### src/rtl/cmrf_pkg.sv
// ----------------------------------------------------------------------------
// CAN receive FIFO package
// Shared constants, record layout and control types for the receive FIFO.
// ----------------------------------------------------------------------------
`default_nettype none

package cmrf_pkg;

   localparam int DEPTH_DEFAULT = 32;
   localparam int ID_W          = 29;
   localparam int LEN_W         = 4;
   localparam int BYTES_W       = 64;
   localparam int TIME_W        = 32;
   localparam int FILL_W        = 6;
   localparam int MAX_BYTES     = 8;

   localparam logic FUNC_PUSH = 1'b0;
   localparam logic FUNC_POP  = 1'b1;

   typedef struct packed {
      logic [ID_W-1:0]    id;
      logic [LEN_W-1:0]   len;
      logic [BYTES_W-1:0] bytes;
      logic [TIME_W-1:0]  stamp;
   } record_type;

   typedef enum logic [2:0] {
      ST_IDLE = 3'b001,
      ST_EXEC = 3'b010,
      ST_RESP = 3'b100
   } state_type;

   // Commands from the controller to the datapath.
   typedef struct packed {
      logic load;
      logic exec;
      logic respond;
   } cmd_type;

endpackage

`default_nettype wire

### src/rtl/cmrf_ctrl.sv
// ----------------------------------------------------------------------------
// CAN receive FIFO controller
// Sequences one command through capture, execute and response.
// ----------------------------------------------------------------------------
`default_nettype none

module cmrf_ctrl
   import cmrf_pkg::*;
(
   input  wire logic    clock,
   input  wire logic    reset,
   input  wire logic    start,
   output logic         busy,
   output cmd_type      cmd
);

   state_type state_ff, state_in;

   always_comb begin
      state_in = state_ff;
      case (state_ff)
         ST_IDLE: begin
            if (start) begin
               state_in = ST_EXEC;
            end
         end
         ST_EXEC: state_in = ST_RESP;
         ST_RESP: state_in = ST_IDLE;
         default: state_in = ST_IDLE;
      endcase
   end

   always_ff @(posedge clock) begin
      if (reset) begin
         state_ff <= ST_IDLE;
      end else begin
         state_ff <= state_in;
      end
   end

   assign busy        = (state_ff != ST_IDLE);
   assign cmd.load    = start && (state_ff == ST_IDLE);
   assign cmd.exec    = (state_ff == ST_EXEC);
   assign cmd.respond = (state_ff == ST_RESP);

endmodule

`default_nettype wire

### config.mk
export PLATFORM = sky130hd
export DESIGN_NAME = cmrf_ctrl
export DESIGN_NICKNAME = d
export VERILOG_FILES = /design/src/rtl/cmrf_pkg.sv /design/src/rtl/cmrf_ctrl.sv
export SDC_FILE = /design/constraint.sdc
export NUM_CORES = 1
export LEC_CHECK = 0
export BUFFER_PORTS_ARGS = -buffer_cell sky130_fd_sc_hd__buf_4
export CAP_MARGIN = 40
export CORE_AREA = 4 4 41 43
export CTS_CLUSTER_SIZE = 25
export DETAILED_ROUTE_END_ITERATION = 8
export DIE_AREA = 0 0 45 47
export PLACE_DENSITY_LB_ADDON = 0.05
export SKIP_LAST_GASP = 1
export SLEW_MARGIN = 20
export SYNTH_ARGS = -nofsm -noshare
export SYNTH_HDL_FRONTEND = slang
export SYNTH_SLANG_ARGS = --single-unit
export TNS_END_PERCENT = 10
### constraint.sdc
create_clock -name clock -period 1.45 [get_ports clock]
set_input_delay 0.435 -clock clock [delete_from_list [all_inputs] [get_ports clock]]
set_output_delay 0.435 -clock clock [all_outputs]
set_load 0.03 [all_outputs]
# Yosys cells after proc, flatten, opt, wreduce, memory -nomap -nowiden
# Cells that the tools add are included.
# word_totals
input_bits,3
output_inout_bits,4
ff_bits,3
word_cells,9
# op_classes
n_reduce_logical,1
eq_ne,5
muxes,2
# ops
operator,count
$pmux W3 S2,1
$eq A3 B1 Y1 const B,1
$eq A3 B2 Y1 const B,1
$eq A3 B3 Y1 const B,1
$mux W3,1
$ne A3 B1 Y1 const B,1
$ne A2 B2 Y1 const B,1
$logic_and A1 B1 Y1,1

# Depth between registers and ports, before layout
# depth
ltp_word,2
ltp_mapped,3
depth_no_buf,2

# Least setup slack after synthesis
# OpenSTA, ideal clock, no wires.
# synth_path
kind,reg2out
from,register state_ff[2]
to,output cmd[0] in the netlist's numbering
arrival_ns,1.131
required_ns,1.015
path_stages_with_launch,2
setup_slack_ns,-0.116
n_path_buf,0
cell_sequence,dfxtp_1 -> nor3b_1
# synth_rtl
element,line,text
"start, declared",cmrf_ctrl.sv:17,"state_type state_ff, state_in;"
"start signal, assigned",cmrf_ctrl.sv:37,state_ff <= state_in;
"end, declared",cmrf_ctrl.sv:14,output cmd_type cmd

==> results <==
- Sequential cells were found to cover 42.9% of the synthesized design area.
- The synthesized net count is 18.
- Traced cell by cell, the critical path runs through or3b_4, nor2_4, buf_6.
- The global-route wire length before repair is 614 um.
- At the end of the flow the core is filled with cells to 20.0%.
- The number of nets in the layout is 31.
- Static timing analysis puts the maximum clock frequency at 623 MHz.
- The layout cell share with drive strength beyond 1 is 59.3%.
- The critical path starts at state_ff[1]$_SDFFE_PP0P_.
- For the pin with the worst max-slew slack, the measured transition is 0.264 ns.
- The reported leakage power is 0.000118 uW.
- For this configuration, the core starts out at a cell density of 10.8%.
- For the worst flop-to-flop path, the logic depth is 3.
- The biggest cell delay along the critical path is 0.42 ns.
- The required time reported for the critical path endpoint is 1.02 ns.
- Setup repair after global routing could not meet its margin everywhere.
- The flip-flop count of the largest register after layout is 3.
- The largest clock skew in the final design is 0.00410 ns.
- For this run the aggregate overflow at the end of global routing stands at 0.
- During I/O placement, the number of pins put on the boundary was 7.
- The number of standard-cell rows in the floorplan is 13.
- The via count normalized by instance count is 3.50.
- For this run, the number of Yosys warnings is 0.
- In this run the post-CTS setup repair buffer count came out at 0.
- The mean instance size in the synthesized netlist is 9.34 um2.
- The leading cell type by number of instances after synthesis is sky130_fd_sc_hd__dfxtp_1.
- The largest registers in the layout are state_ff x3.
- Per report_power, the sequential group accounts for 29.9% of the total.
- The number of buffers and inverters on the critical path is 1.
- The critical path is of the flip-flop to output pin type.
- The first TritonRoute pass finished after 5 iterations.
- The count of flip-flops with a built-in enable after synthesis is 0.
- The dominant synthesized flop cell is sky130_fd_sc_hd__dfxtp_1.
- In this run the tightest slew margin relative to its limit is 82.2%.
- Net switching is 26.0% of the power.
- In this run the horizontal extent of the chip is 45 um.
- The number of I/O port buffers is 6.
- Entering global routing, the biggest net connects 6 pins.
- The arrival time at the worst endpoint is 1.17 ns.
- The clock transition at the registers of the reported paths is 0.04 ns.
- The number of distinct standard cells referenced by the synthesized netlist is 12.
- Across the whole layout, storage elements account for 61.3 um2.
- The cell area that synthesis handed to floorplanning was 140 um2.
- Max-cap violations in this run came to 0.
- The multi-input logic area is 78.8 um2.
- The number of clock buffers added by TritonCTS is 3.
- The TritonCTS clock tree is done.
- The highest fanout seen on the critical path is 2.
- The number of antenna diodes in the final layout is 0.
- Summing all placed instances gives a cell area of 224 um2.
- In this run the number of cells on the critical path is 3.
- Before CTS, the worst setup slack after placement is 0.0738 ns.
- Of all flip-flops after synthesis, the portion carrying an async set or reset was 0%.
- The register containing the most flip-flops in the final layout is state_ff.
- In the synthesized netlist, the cells that appear most often are sky130_fd_sc_hd__dfxtp_1, sky130_fd_sc_hd__nand2b_1.
- Setup slack on the critical path of the routed design comes to -0.156 ns.
- The CTS root buffer is sky130_fd_sc_hd__clkbuf_4.
- The critical path ends at cmd[2].
- For this design, the slowest cell found on the critical path is sky130_fd_sc_hd__or3b_4.
- Of all cell types, the one taking the most synthesized area is sky130_fd_sc_hd__dfxtp_1.
- The number of register bits inferred by synthesis is 3.
- The synthesized instance count is 15.
- The violation count after the first detailed-route iteration is 4.
- The residual antenna-violating net count after detailed routing is 0.
- The die covers 2120 um2.
- The initial antenna violation count came to 0.
- The filler cells instantiated in the layout total 154.
- Of the post-synthesis cell area, the dominant cell type holds 42.9%.
- Adding up every negative setup slack in the final design gives -0.392 ns.
- The tree built by TritonCTS fans out to 3 sinks.
- The endpoint identified for the worst register-to-register timing path is state_ff[0]$_SDFFE_PP1P_.
- The max-slew violation count was 0.
- At the later pin of the worst-skew pair, clock insertion delay measures 0.23 ns.
- The peak ir drop on the vdd network is 0.284 mV.
- The clock period minus final worst setup slack is 1.61 ns.
- After floorplanning, the core was sized to cover 1300 um2.
- The routed via count is 147.
- The number of global-route vias before repair is 146.
- The number of hold-slack violations in the final timing report is 0.
- After detailed routing, the total wire length is 399 um.
- In this run the register-to-register setup slack is 0.43 ns.
- The total power is 300 uW.
- Across every metal layer, demand over resource in global routing totals 4.97%.
- The net load switching power is 78.0 uW.
- The beginning of the worst register-to-register path is state_ff[1]$_SDFFE_PP0P_.
- The share of the clock period used by the worst path is 111%.
- The min-delay analysis places its worst path in the category input port to flip-flop.
- The final reports fail on setup timing.
- Sorting the synthesized cells by area gives the leading types as sky130_fd_sc_hd__dfxtp_1, sky130_fd_sc_hd__nand2b_1, sky130_fd_sc_hd__or3b_4.
- Combinational logic burns 21.3% of the power.
- After detailed routing, the average wire length per cell comes to 9.50 um.
- The clock network burns 48.8% of the power.
- Cell internal power was estimated by the tool at 222 uW.
- The family with the most delay on the worst path is simple AND/OR/NAND/NOR gates.
- The flow ran to the end, but the final reports show violations.
- Routability-driven placement finished with a final weighted congestion of 0.564.
- The final number of setup-violating endpoints is 3.
- The finished cells cover 260 um2.
- The layout overhead on the synthesized area is 85.7%.
- The worst setup path is launched from a flip-flop.
- The number of buffers on the longest clock path is 2.
- The H-tree depth reported by CTS is 1.
- The sort of element at the end of the critical path is an output pin.
- The number of design rule violations left after detail routing is 0.
- The total power per unit cell area is 1150 nW/um2.
- The floorplan step set the die height to 47 um.
[what timing repair did]
action / in CTS / in global routing
gates resized for setup: 2 / 1
hold buffers: 0 / 0
endpoints found under the hold margin: 0 / 0
setup endpoints to repair: 4 / 4
[area by class of cell]
type                    instances  share of cell area, %
multi-input cells              10                   30.3
repair buffers                  9                   27.4
flip-flops and latches          3                   23.6
clock buffers                   4                   10.1
well taps                      15                   7.21
inverters                       1                   1.44
[how the worst min path moves through the flow]
stage / from / endpoint / slack (ns) / cells past startpoint
after floorplan: state_ff[0]$_SDFFE_PP1P_ / state_ff[1]$_SDFFE_PP0P_ / 0.47 / 2
after global placement: state_ff[2]$_SDFFE_PP0P_ / state_ff[2]$_SDFFE_PP0P_ / 0.57 / 2
after detailed placement: state_ff[2]$_SDFFE_PP0P_ / state_ff[2]$_SDFFE_PP0P_ / 0.55 / 2
after CTS: reset / state_ff[2]$_SDFFE_PP0P_ / 0.37 / 2
after global routing: reset / state_ff[2]$_SDFFE_PP0P_ / 0.38 / 2
final: reset / state_ff[2]$_SDFFE_PP0P_ / 0.39 / 2
[per-stage QoR]
step           cells  hold WS (ns)
5_1_grt           42         0.384
6_report          42         0.387
3_3_place_gp      38         0.567
2_1_floorplan     15         0.469
3_5_place_dp      38         0.551
4_1_cts           42         0.373
[per-layer routing]
| layer | track usage (%) | wire length (um) | up-vias |
|---|---|---|---|
| li1 | - | - | 75 |
| met1 | 4.75 | 175 | 63 |
| met2 | 5.93 | 182 | 7 |
| met3 | 2.30 | 31 | 2 |
| met4 | 8.77 | 9 | 0 |
| met5 | 0 | 0 | - |
[layout by cell type, fill, tap and decap left out, drive strengths merged]
master and instances:
nor4 1, nor2 2, a211o 1, buf 9
or3b 1, clkbuf 4, inv 1, nand2b 2
nor3 1, nand3b 1, nor3b 1, dfxtp 3
[cells by family after synthesis]
group                  count (synthesis)  share of synthesized area (%)
AOI/OAI and AO/OA                      1                           6.25
buffers and inverters                  2                           8.04
DFF                                    3                           42.9
and+or+nand+nor                        9                           42.9
[power by group through the flow]
stage / Clock [uW] / Combinational [uW] / Sequential (uW)
2_1_floorplan: 0 / 32.6 / 92.8
3_3_place_gp: 0 / 60.3 / 90.5
3_5_place_dp: 0 / 59.8 / 90.5
6_report: 146 / 63.8 / 89.6
5_1_grt: 162 / 68.8 / 90.3
4_1_cts: 158 / 64.5 / 89.2
Note: power is estimated with default switching activity, not from simulation.
